===== config.mk =====
export PLATFORM = sky130hd
export DESIGN_NAME = node_batch_duplicate_filter
export DESIGN_NICKNAME = d
export VERILOG_FILES = /design/src/design/ndf_pkg.sv /design/src/design/ndf_ram.sv /design/src/design/ndf_ctrl.sv /design/src/design/ndf_datapath.sv /design/src/design/node_batch_duplicate_filter.sv
export SDC_FILE = /design/constraint.sdc
export NUM_CORES = 1
export LEC_CHECK = 0
export BUFFER_PORTS_ARGS = -buffer_cell sky130_fd_sc_hd__buf_2
export CORE_ASPECT_RATIO = 1.1
export CORE_UTILIZATION = 36
export DETAILED_ROUTE_END_ITERATION = 16
export PLACE_DENSITY_LB_ADDON = 0.12
export REMOVE_ABC_BUFFERS = 1
export SYNTH_ARGS = -nofsm -noshare
export SYNTH_HDL_FRONTEND = slang
export SYNTH_SLANG_ARGS = --single-unit

===== constraint.sdc =====
create_clock -name clock -period 7 [get_ports clock]
set_input_delay 2.1 -clock clock [delete_from_list [all_inputs] [get_ports clock]]
set_output_delay 2.1 -clock clock [all_outputs]
set_load 0.02 [all_outputs]

===== src/design/ndf_pkg.sv =====
// ----------------------------------------------------------------------------
// ndf_pkg
// Shared types, constants and the key normalization function of the node
// batch duplicate filter.
// ----------------------------------------------------------------------------
package ndf_pkg;

   localparam int NDF_TABLE_ENTRIES = 10;
   localparam int NDF_TABLE_MAX     = 64;
   localparam int KEY_W             = 56;
   localparam int BATCH_W           = 16;
   localparam int SLOT_W            = 6;
   localparam int KEY_BYTES         = 7;

   // "UNKNOWN" with the first character in the low byte.
   localparam logic [KEY_W-1:0] KEY_UNKNOWN = 56'h4E_574F_4E4B_4E55;

   typedef enum logic [1:0] {
      ST_IDLE,
      ST_SCAN,
      ST_COMMIT
   } ndf_state_type;

   typedef struct packed {
      logic load;
      logic scan;
      logic commit;
   } ndf_cmd_type;

   typedef struct packed {
      logic hit;
      logic last;
   } ndf_status_type;

   // The key is a text string: every byte after the first zero byte is
   // cleared, and an empty string becomes UNKNOWN.
   function automatic logic [KEY_W-1:0] ndf_normalize_key(input logic [KEY_W-1:0] raw);
      logic [KEY_W-1:0] key;
      logic             ended;
      key   = '0;
      ended = 1'b0;
      for (int b = 0; b < KEY_BYTES; b++) begin
         if (raw[8*b +: 8] == 8'h00) begin
            ended = 1'b1;
         end
         if (!ended) begin
            key[8*b +: 8] = raw[8*b +: 8];
         end
      end
      if (key == '0) begin
         key = KEY_UNKNOWN;
      end
      return key;
   endfunction

endpackage


===== src/design/ndf_ram.sv =====
// ----------------------------------------------------------------------------
// ndf_ram
// Generic single-write, single-read RAM with a registered read port.
// ----------------------------------------------------------------------------
module ndf_ram #(
   parameter int WIDTH  = 8,
   parameter int DEPTH  = 16,
   parameter int ADDR_W = (DEPTH > 1) ? $clog2(DEPTH) : 1
) (
   input  logic              clock,
   input  logic              wr_en,
   input  logic [ADDR_W-1:0] wr_addr,
   input  logic [WIDTH-1:0]  wr_data,
   input  logic              rd_en,
   input  logic [ADDR_W-1:0] rd_addr,
   output logic [WIDTH-1:0]  rd_data
);

   logic [WIDTH-1:0] mem_ff [DEPTH];
   logic [WIDTH-1:0] rd_data_ff;

   always_ff @(posedge clock) begin
      if (wr_en) begin
         mem_ff[wr_addr] <= wr_data;
      end
      if (rd_en) begin
         rd_data_ff <= mem_ff[rd_addr];
      end
   end

   assign rd_data = rd_data_ff;

endmodule


===== src/design/ndf_ctrl.sv =====
// ----------------------------------------------------------------------------
// ndf_ctrl
// Sequencer of the duplicate filter: accept, table scan, commit and result.
// ----------------------------------------------------------------------------
module ndf_ctrl
   import ndf_pkg::*;
(
   input  logic           clock,
   input  logic           reset,
   input  logic           start,
   input  ndf_status_type status,
   output ndf_cmd_type    cmd,
   output logic           busy,
   output logic           rsp_valid
);

   ndf_state_type state_ff;
   ndf_state_type state_in;

   always_ff @(posedge clock) begin
      if (reset) begin
         state_ff <= ST_IDLE;
      end else begin
         state_ff <= state_in;
      end
   end

   always_comb begin
      state_in   = state_ff;
      cmd        = '0;
      busy       = 1'b1;
      rsp_valid  = 1'b0;
      unique case (state_ff)
         ST_IDLE: begin
            busy = 1'b0;
            if (start) begin
               cmd.load = 1'b1;
               state_in = ST_SCAN;
            end
         end
         ST_SCAN: begin
            cmd.scan = 1'b1;
            if (status.hit || status.last) begin
               state_in = ST_COMMIT;
            end
         end
         ST_COMMIT: begin
            cmd.commit = 1'b1;
            rsp_valid  = 1'b1;
            state_in   = ST_IDLE;
         end
         default: begin
            state_in = ST_IDLE;
         end
      endcase
   end

endmodule


===== src/design/ndf_datapath.sv =====
// ----------------------------------------------------------------------------
// ndf_datapath
// Holds the request, scans the key table one entry per cycle and applies the
// table update chosen by the scan.
// ----------------------------------------------------------------------------
module ndf_datapath
   import ndf_pkg::*;
#(
   parameter int TABLE_ENTRIES = NDF_TABLE_ENTRIES
) (
   input  logic               clock,
   input  logic               reset,
   input  ndf_cmd_type        cmd,
   output ndf_status_type     status,
   input  logic [KEY_W-1:0]   req_node_key,
   input  logic [BATCH_W-1:0] req_batch_number,
   output logic               rsp_is_duplicate,
   output logic               rsp_node_known,
   output logic [SLOT_W-1:0]  rsp_slot
);

   localparam int IDX_W   = (TABLE_ENTRIES > 1) ? $clog2(TABLE_ENTRIES) : 1;
   localparam int ENTRY_W = KEY_W + BATCH_W;
   localparam logic [IDX_W-1:0] LAST_IDX = IDX_W'(TABLE_ENTRIES - 1);

   logic [KEY_W-1:0]         key_ff;
   logic [BATCH_W-1:0]       batch_ff;
   logic [IDX_W-1:0]         rd_addr_ff;
   logic                     issuing_ff;
   logic                     cmp_en_ff;
   logic [IDX_W-1:0]         cmp_idx_ff;
   logic                     have_free_ff;
   logic [IDX_W-1:0]         free_ff;
   logic                     hit_ff;
   logic                     dup_ff;
   logic [IDX_W-1:0]         slot_ff;
   logic [TABLE_ENTRIES-1:0] valid_ff;

   logic [ENTRY_W-1:0] rd_entry;
   logic [KEY_W-1:0]   rd_key;
   logic [BATCH_W-1:0] rd_batch;
   logic               match;
   logic               free_now;
   logic               wr_en;

   assign rd_key   = rd_entry[ENTRY_W-1 -: KEY_W];
   assign rd_batch = rd_entry[BATCH_W-1:0];

   // Entry contents are only looked at once the valid bit says they were written.
   assign match    = cmp_en_ff && valid_ff[cmp_idx_ff] && (rd_key == key_ff);
   assign free_now = cmp_en_ff && !valid_ff[cmp_idx_ff];

   assign status.hit  = match;
   assign status.last = cmp_en_ff && (cmp_idx_ff == LAST_IDX);

   assign wr_en = cmd.commit && (!hit_ff || !dup_ff);

   always_ff @(posedge clock) begin
      if (cmd.load) begin
         key_ff       <= ndf_normalize_key(req_node_key);
         batch_ff     <= req_batch_number;
         rd_addr_ff   <= '0;
         issuing_ff   <= 1'b1;
         cmp_en_ff    <= 1'b0;
         have_free_ff <= 1'b0;
      end else if (cmd.scan) begin
         cmp_en_ff  <= issuing_ff;
         cmp_idx_ff <= rd_addr_ff;
         if (issuing_ff) begin
            if (rd_addr_ff == LAST_IDX) begin
               issuing_ff <= 1'b0;
            end else begin
               rd_addr_ff <= rd_addr_ff + 1'b1;
            end
         end
         if (free_now && !have_free_ff) begin
            have_free_ff <= 1'b1;
            free_ff      <= cmp_idx_ff;
         end
         if (match) begin
            hit_ff  <= 1'b1;
            dup_ff  <= (rd_batch == batch_ff);
            slot_ff <= cmp_idx_ff;
         end else if (status.last) begin
            hit_ff <= 1'b0;
            dup_ff <= 1'b0;
            // A full table overwrites entry zero.
            if (have_free_ff) begin
               slot_ff <= free_ff;
            end else if (free_now) begin
               slot_ff <= cmp_idx_ff;
            end else begin
               slot_ff <= '0;
            end
         end
      end
   end

   always_ff @(posedge clock) begin
      if (reset) begin
         valid_ff <= '0;
      end else if (cmd.commit && !hit_ff) begin
         valid_ff[slot_ff] <= 1'b1;
      end
   end

   ndf_ram #(
      .WIDTH  (ENTRY_W),
      .DEPTH  (TABLE_ENTRIES),
      .ADDR_W (IDX_W)
   ) u_table (
      .clock   (clock),
      .wr_en   (wr_en),
      .wr_addr (slot_ff),
      .wr_data ({key_ff, batch_ff}),
      .rd_en   (cmd.scan && issuing_ff),
      .rd_addr (rd_addr_ff),
      .rd_data (rd_entry)
   );

   assign rsp_is_duplicate = dup_ff;
   assign rsp_node_known   = hit_ff;
   assign rsp_slot         = SLOT_W'(slot_ff);

endmodule


===== src/design/node_batch_duplicate_filter.sv =====
// ----------------------------------------------------------------------------
// node_batch_duplicate_filter
// Duplicate packet filter keyed by node: remembers the last batch number of
// each node key and flags a repeated batch.
// ----------------------------------------------------------------------------
//  Channel   Ports                                        Transfer
//  request   start, busy, req_node_key, req_batch_number  start high, busy low
//  response  rsp_valid, rsp_is_duplicate, rsp_node_known, rsp_valid high,
//            rsp_slot                                     one cycle
//
//  For each request the table RAM is read one entry per cycle until the key
//  is found or the last entry is compared, then the commit state writes the
//  table and shows the response. Reset clears every valid bit at once, with
//  no clearing pass.
//  The response cannot be stalled; busy stays high until it has been shown.
// ----------------------------------------------------------------------------
module node_batch_duplicate_filter
   import ndf_pkg::*;
#(
   parameter int TABLE_ENTRIES = NDF_TABLE_ENTRIES
) (
   input  logic               clock,
   input  logic               reset,
   input  logic               start,
   output logic               busy,
   input  logic [KEY_W-1:0]   req_node_key,
   input  logic [BATCH_W-1:0] req_batch_number,
   output logic               rsp_valid,
   output logic               rsp_is_duplicate,
   output logic               rsp_node_known,
   output logic [SLOT_W-1:0]  rsp_slot
);

   ndf_cmd_type    cmd;
   ndf_status_type status;

   ndf_ctrl u_ctrl (
      .clock     (clock),
      .reset     (reset),
      .start     (start),
      .status    (status),
      .cmd       (cmd),
      .busy      (busy),
      .rsp_valid (rsp_valid)
   );

   ndf_datapath #(
      .TABLE_ENTRIES (TABLE_ENTRIES)
   ) u_datapath (
      .clock            (clock),
      .reset            (reset),
      .cmd              (cmd),
      .status           (status),
      .req_node_key     (req_node_key),
      .req_batch_number (req_batch_number),
      .rsp_is_duplicate (rsp_is_duplicate),
      .rsp_node_known   (rsp_node_known),
      .rsp_slot         (rsp_slot)
   );

endmodule


==> results of run 1 <==
==> worst min path at each step <==
stage,startpoint,end
2_1_floorplan,u_datapath.valid_ff[2],u_datapath.valid_ff[2]
3_3_place_gp,u_datapath.issuing_ff,u_datapath.issuing_ff
3_5_place_dp,u_datapath.valid_ff[7],u_datapath.valid_ff[7]
4_1_cts,u_datapath.valid_ff[7],u_datapath.valid_ff[7]
5_1_grt,u_datapath.issuing_ff,u_datapath.issuing_ff
6_report,u_datapath.valid_ff[7],u_datapath.valid_ff[7]
==> synthesized netlist by cell type (3+ instances only) <==
cell / instances / area, µm²
xnor2_1: 53 / 464
nor2_1: 29 / 109
mux2i_1: 75 / 751
nor4_1: 23 / 144
edfxtp_1: 878 / 26400
nor4b_1: 4 / 35.0
mux4_2: 146 / 3290
a32o_2: 4 / 45.0
buf_2: 22 / 110
a31oi_1: 3 / 18.8
nand2_1: 54 / 203
nand4_1: 24 / 150
clkbuf_1: 60 / 225
nand3_1: 3 / 15.0
inv_1: 9 / 33.8
a211oi_1: 73 / 548
a21o_1: 4 / 30.0
nor3_1: 4 / 20.0
and2_1: 91 / 569
nand2b_1: 16 / 100
a21oi_1: 83 / 415
xor2_1: 21 / 184
and3_1: 4 / 25.0
dfxtp_1: 19 / 380
nand4b_1: 3 / 26.3
==> power by group through the flow <==
stage                     clock network (mW)  logic [mW]  registers, mW
after detailed placement                   0        1.67           6.50
after global routing                    5.29        1.78           6.41
after floorplan                            0        1.47           6.58
final                                   4.95        1.63           6.38
after global placement                     0        1.67           6.49
after CTS                               5.08        1.68           6.39
==> per-stage QoR <==
stage,cell area (µm²),setup TNS [ns],util (%)
floorplan,34100,-227.36,-
global placement,36400,0,38.6
detailed placement,36400,0,38.6
CTS,39500,0,41.8
global route,39500,0,41.8
finish,39500,0,41.8
==> state kept, by name, summed over array words and instances (netlist names) <==
signal / flops
u_datapath.u_table.mem_ff: 720
u_datapath.u_table.rd_data: 72
u_datapath.key_ff: 56
u_datapath.batch_ff: 16
u_datapath.valid_ff: 10
u_datapath.cmp_idx_ff: 4
u_datapath.free_ff: 4
u_datapath.rd_addr_ff: 4
u_datapath.slot_ff: 4
u_ctrl.state_ff: 2
u_datapath.cmp_en_ff: 1
u_datapath.have_free_ff: 1
u_datapath.issuing_ff: 1
u_datapath.rsp_is_duplicate: 1
u_datapath.rsp_node_known: 1
==> cells by family after synthesis <==
family,Yosys count,synth area share [%]
adders and majority gates,2,0.0726
and+or+nand+nor,264,4.24
DFF,897,77.6
other,1,0.0109
buffers and inverters,96,1.17
xor gates and xnor gates,74,1.88
muxes,221,11.7
AOI/OAI and AO/OA,177,3.30
==> metal layers <==
metal / part of all wire, % / vias to the layer above / wire [µm]
li1: - / 7292 / -
met1: 45 / 8980 / 37900
met2: 48 / 381 / 40400
met3: 4.4 / 108 / 3700
met4: 1.9 / 0 / 1580
met5: 0 / - / 0
==> final cells by class <==
class                           count  share of cell area [%]
Sequential cell                   897                    67.7
Multi-Input combinational cell    740                    18.7
Clock buffer                      133                    6.96
Tap cell                         1260                    3.99
Timing Repair Buffer              112                    1.70
Clock inverter                     47                   0.858
Inverter                            9                  0.0886
==> critical path: cells and delay by family <==
kind	cells	cell delay (ns)
AND/OR/NAND/NOR	4	1.27
buffers and inverters	1	0.24
AO/OA/AOI/OAI	2	1.29
==> flow_summary.ini, run 1 <==
[outcome]
outcome = completed

[timing]
rsz0062_at_grt = no
period_share_pct = 63.4
max_freq_ghz = 0.225
hold_ws_ns = 0.468
slew_headroom_pct = 25.8
finalSetupViolations = 0
fin_crit_ns = 4.44
maxSlewViolCount = 0
setup_slack_ns = 2.56
hold_viol = 0
worst_pin_slew_ns = 1.11
finClkSkew_ns = 0.0208

[worst_setup_path]
worstPathRequired_ns = 7.50
endpoint_kind = register
start_kind = input port
slowest_stage = a21boi_1
startpoint = req_node_key[15]
crit_path_end = u_datapath.key_ff[55]
r2r_cells = 6
reg2reg_from = u_datapath.key_ff[26]
reg2reg_to = u_datapath.rsp_is_duplicate
arrival_ns = 4.94
worstSetupPathType = in2reg
crit_chain = buf_2, nor4_1, nand2_1, and4_1, a21boi_2, a21boi_1, and2_1
cpPeakStageDelay_ns = 0.71
crit_fanout = 17
reg2reg_setup_slack_ns = 3.57

[routing]
post_drt_wl_per_cell_um = 26.1
ant_nets = 0
post-route-drc-count = 0
firstDrtPassIters = 5
routed_via_density = 5.24
dr.first_iter.drc_count = 1158
wirelength_um = 83600
via_count = 16800

[clock_tree]
clock_latency_ns = 0.64
ctsHoldBuffers = 0
cts_sinks = 897
root_buffer = clkbuf_16
cts_buffers = 97
clock_path_buffers = 3
cts_setup_buffers = 0
post_cts_resized = 0
clk_pin_slew_worst_paths_ns = 0.06
cts_tree = built
ctsHtreeMaxLevel = 3

[global_routing]
grtUsageMet3_pct = 2.79
antenna_found_initial = 2
grt_util_met2_pct = 28.0
grt_pass1_wl_um = 122000
grt_max_degree = 140
overflow = 0
grt_pass1_vias = 17600
track_usage_pct = 17.2
gr-max-usage-layer = met2
use_met1_pct = 24.1

[final_layout]
final_common_cell = edfxtp_1
multi_input_area_um2 = 7390
final_cell_mix = edfxtp_1, mux4_2, clkbuf_16
ff_latch_area_um2 = 26800
finalNetCount = 1934
diodes = 0
fillerInstances = 8388
areaGrowthSynthToFinish_pct = 14.7
finalNonFillerCells = 3198
final_layout_size_suffix_gt1_share_pct = 21.3

[floorplanning]
coreArea_um2 = 94500
die_x_um = 297
start_util_pct = 36.5
die_height_um = 327
ios = 85
num_rows = 118
dieArea_um2 = 97000

[synthesis]
ys.warnings.count = 0
netlist_area_um2 = 34500
ys.flop_type = edfxtp_1
synth.avg_cell_area_um2 = 19.9
ys_seq_elements = 897
synth_edf_count = 878
syn_inst = 1732
ys_seq_area_share_pct = 77.6
ys_async_sr_fraction_pct = 0
synth.distinct_cells = 47

[power_and_ir_drop]
p_int_mw = 9.87
switchingPower_mw = 3.08
power.density_nw_per_um2 = 328
finalPower_mw = 13.0
power_frac_seq_pct = 49.2
clkPwrFrac_pct = 38.2
peakVddDrop_v = 0.000252
pwr-share-comb_pct = 12.6
power.share.switching_pct = 23.8
cellLeakagePower_nw = 12.3

[worst_hold_path]
min_path_cells = 2
holdCritPathClass = reg2reg

[placed_design]
dp_cells = 3018
dp_worst_setup_slack_ns = 1.80
dp_hpwl_um = 44200
place_congestion = 0.758
port_buffers = 82

[run]
cap_violations = 0
No activity file was read; power rests on OpenSTA's default activity.
==> run 2: changes to the inputs <==
--- a/config.mk
+++ b/config.mk
@@ -5,6 +5,7 @@
 export SDC_FILE = /design/constraint.sdc
 export NUM_CORES = 1
 export LEC_CHECK = 0
+export ABC_AREA = 1
 export BUFFER_PORTS_ARGS = -buffer_cell sky130_fd_sc_hd__buf_2
 export CORE_ASPECT_RATIO = 1.1
 export CORE_UTILIZATION = 36
==> constraint.sdc (replaced) <==
create_clock -name clock -period 4.29 [get_ports clock]
set_input_delay 1.287 -clock clock [delete_from_list [all_inputs] [get_ports clock]]
set_output_delay 1.287 -clock clock [all_outputs]
set_load 0.02 [all_outputs]
==> run 2 against run 1 <==
Via count up 29%. Worst hold slack got worse by 0.021 ns. Critical path type is now reg2reg. First-iteration DRC count grew 58%. Sequential share of layout area shrank 1.1 points.
==> flow_summary.ini, run 2 <==
[synthesis]
ys_seq_area_share_pct = 76.0
synth.most_common_cell = edfxtp_1
ys_top_cells_by_count = edfxtp_1, nor2_1, o21ai_0
yosysTopAreaCellShare_pct = 75.0
ys.warnings.count = 0
synth_compound_area_share_pct = 11.3
ys_seq_elements = 897
netlist_area_um2 = 35200
synthMuxAreaShare_pct = 0
yosysTopAreaCell = edfxtp_1
synth.avg_cell_area_um2 = 13.3
synth_simple_gate_area_share_pct = 8.40
synth_edf_count = 878
synth_top_family_by_area = compound AO/OA/AOI/OAI gates
syn_inst = 2649
ys_async_sr_fraction_pct = 0
ys.flop_type = edfxtp_1
synth.area.top_cells = edfxtp_1, o21ai_0, nor2_1
synthXorXnorAreaFrac_pct = 0.473
synth.distinct_cells = 39
synth-adder-area-share_pct = 0.0712

[clock_tree]
cts_sinks = 897
cts_buffers = 96
clock_path_buffers = 3
post_cts_resized = 0
cts_setup_buffers = 0
clock_latency_ns = 0.64
ctsHtreeMaxLevel = 3
clk_pin_slew_worst_paths_ns = 0.06
ctsHoldBuffers = 0
root_buffer = clkbuf_16
cts_tree = built

[worst_setup_path]
reg2reg_setup_slack_ns = 1.27
worstPathRequired_ns = 4.57
arrival_ns = 3.30
reg2reg_to = u_datapath.slot_ff[1]
crit_fanout = 12
reg2reg_from = u_datapath.key_ff[41]
start_kind = register
r2r_cells = 12
worstSetupPathType = reg2reg
endpoint_kind = register

[floorplanning]
die_x_um = 300
dieArea_um2 = 98900
start_util_pct = 36.5
num_rows = 119
die_height_um = 330
ios = 85
coreArea_um2 = 96300

[power_and_ir_drop]
cellLeakagePower_nw = 13.5
peakVddDrop_v = 0.000298
power.density_nw_per_um2 = 500
finalPower_mw = 20.1

[worst_hold_path]
min_path_cells = 0
holdCritPathClass = reg2reg
min_from = u_datapath.cmp_idx_ff[3]
hold_end = u_datapath.free_ff[3]

[routing]
post_drt_wl_per_cell_um = 23.9
via_count = 21500
wirelength_um = 96800
dr.first_iter.drc_count = 1824
routed_via_density = 5.31
post-route-drc-count = 0
firstDrtPassIters = 5
ant_nets = 0

[global_routing]
grt_max_degree = 206
grt_pass1_vias = 21400
overflow = 0
track_usage_pct = 19.5
grt_pass1_wl_um = 142000
antenna_found_initial = 1

[timing]
finClkSkew_ns = 0.0107
maxSlewViolCount = 0
slew_headroom_pct = 35.7
fin_crit_ns = 3.02
finalSetupViolations = 0
max_freq_ghz = 0.332
rsz0062_at_grt = no
hold_viol = 0
worst_pin_slew_ns = 0.964
setup_slack_ns = 1.27
period_share_pct = 70.3

[final_layout]
final_layout_size_suffix_gt1_share_pct = 10.3
largest_reg_flops = 720
areaGrowthSynthToFinish_pct = 14.3
final_common_cell = edfxtp_1
postLayoutCoreUtil_pct = 41.7
diodes = 0
regMostFlops = u_datapath.u_table.mem_ff
final_cell_mix = edfxtp_1, nor2_1, o21ai_0
finalNetCount = 2786
fillerInstances = 8813

[placed_design]
dp_worst_setup_slack_ns = 0.713
port_buffers = 82
place_congestion = 0.756
dp_hpwl_um = 46700

[outcome]
outcome = completed

[run]
cap_violations = 0
[run 2: stage by stage]
step / setup TNS [ns] / instances / area, µm² / hold WS [ns]
floorplan: -2852.28 / 2496 / 34500 / 0.424
detailed placement: 0 / 3881 / 37100 / 0.436
global placement: 0 / 3881 / 37100 / 0.437
global route: 0 / 4057 / 40200 / 0.458
finish: 0 / 4057 / 40200 / 0.447
CTS: 0 / 4057 / 40200 / 0.450
[run 2: critical path, cell delays in order, from the launching register on]
cell and delay (ns):
edfxtp_1 0.65, inv_1 0.08, nand2_1 0.12, nand2_1 0.06, nor2_1 0.19, nand2_1 0.09, nor2_1 0.12, nand2_1 0.10
nor2_1 0.42, nand3_2 0.28, nand2_1 0.14, inv_1 0.06, nor2_1 0.36
[run 2: worst max-delay path by stage]
stage                             startpoint                       endpoint  slack [ns]  cells past startpoint
floorplan           u_datapath.rd_addr_ff[0]  u_datapath.u_table.rd_data[0]       -5.92                      5
global placement             req_node_key[6]          u_datapath.key_ff[52]        0.74                     10
detailed placement           req_node_key[6]          u_datapath.key_ff[55]        0.71                     10
CTS                     u_datapath.key_ff[7]          u_datapath.slot_ff[0]        1.17                     12
global route            u_datapath.key_ff[7]          u_datapath.slot_ff[1]        1.03                     12
finish                 u_datapath.key_ff[41]          u_datapath.slot_ff[1]        1.27                     12
[run 2: layer usage]
layer	wire [µm]	part of all wire, %	vias to the layer above	global-route usage, %
met5	0	0	-	0
met4	2230	2.3	0	5.81
met3	5470	5.6	137	2.78
met2	44600	46	628	31.1
met1	44500	46	10900	27.7
li1	-	-	9841	-
[run 2: cells by family (layout without fill, tap and decap cells)]
family | Yosys count | after routing
simple gates | 738 | 738
flops | 897 | 897
xor+xnor | 19 | 19
fa+ha+maj | 2 | 2
buf+inv | 316 | 453
compound gates | 676 | 676
other cells | 1 | 2
[run 2: cell type report]
type	count	area [µm²]	area share, %
sequential	897	26800	66.6
timing repair buffer	115	883	2.20
clock buffer	123	2590	6.44
inverter	162	629	1.57
multi-input combinational	1437	7190	17.9
clock inverter	53	558	1.39
tap	1270	1590	3.95
[run 2: power breakdown]
group	internal, mW	switching [mW]
Clock	4.92	3.38
Combinational	0.514	1.22
Sequential	9.86	0.221
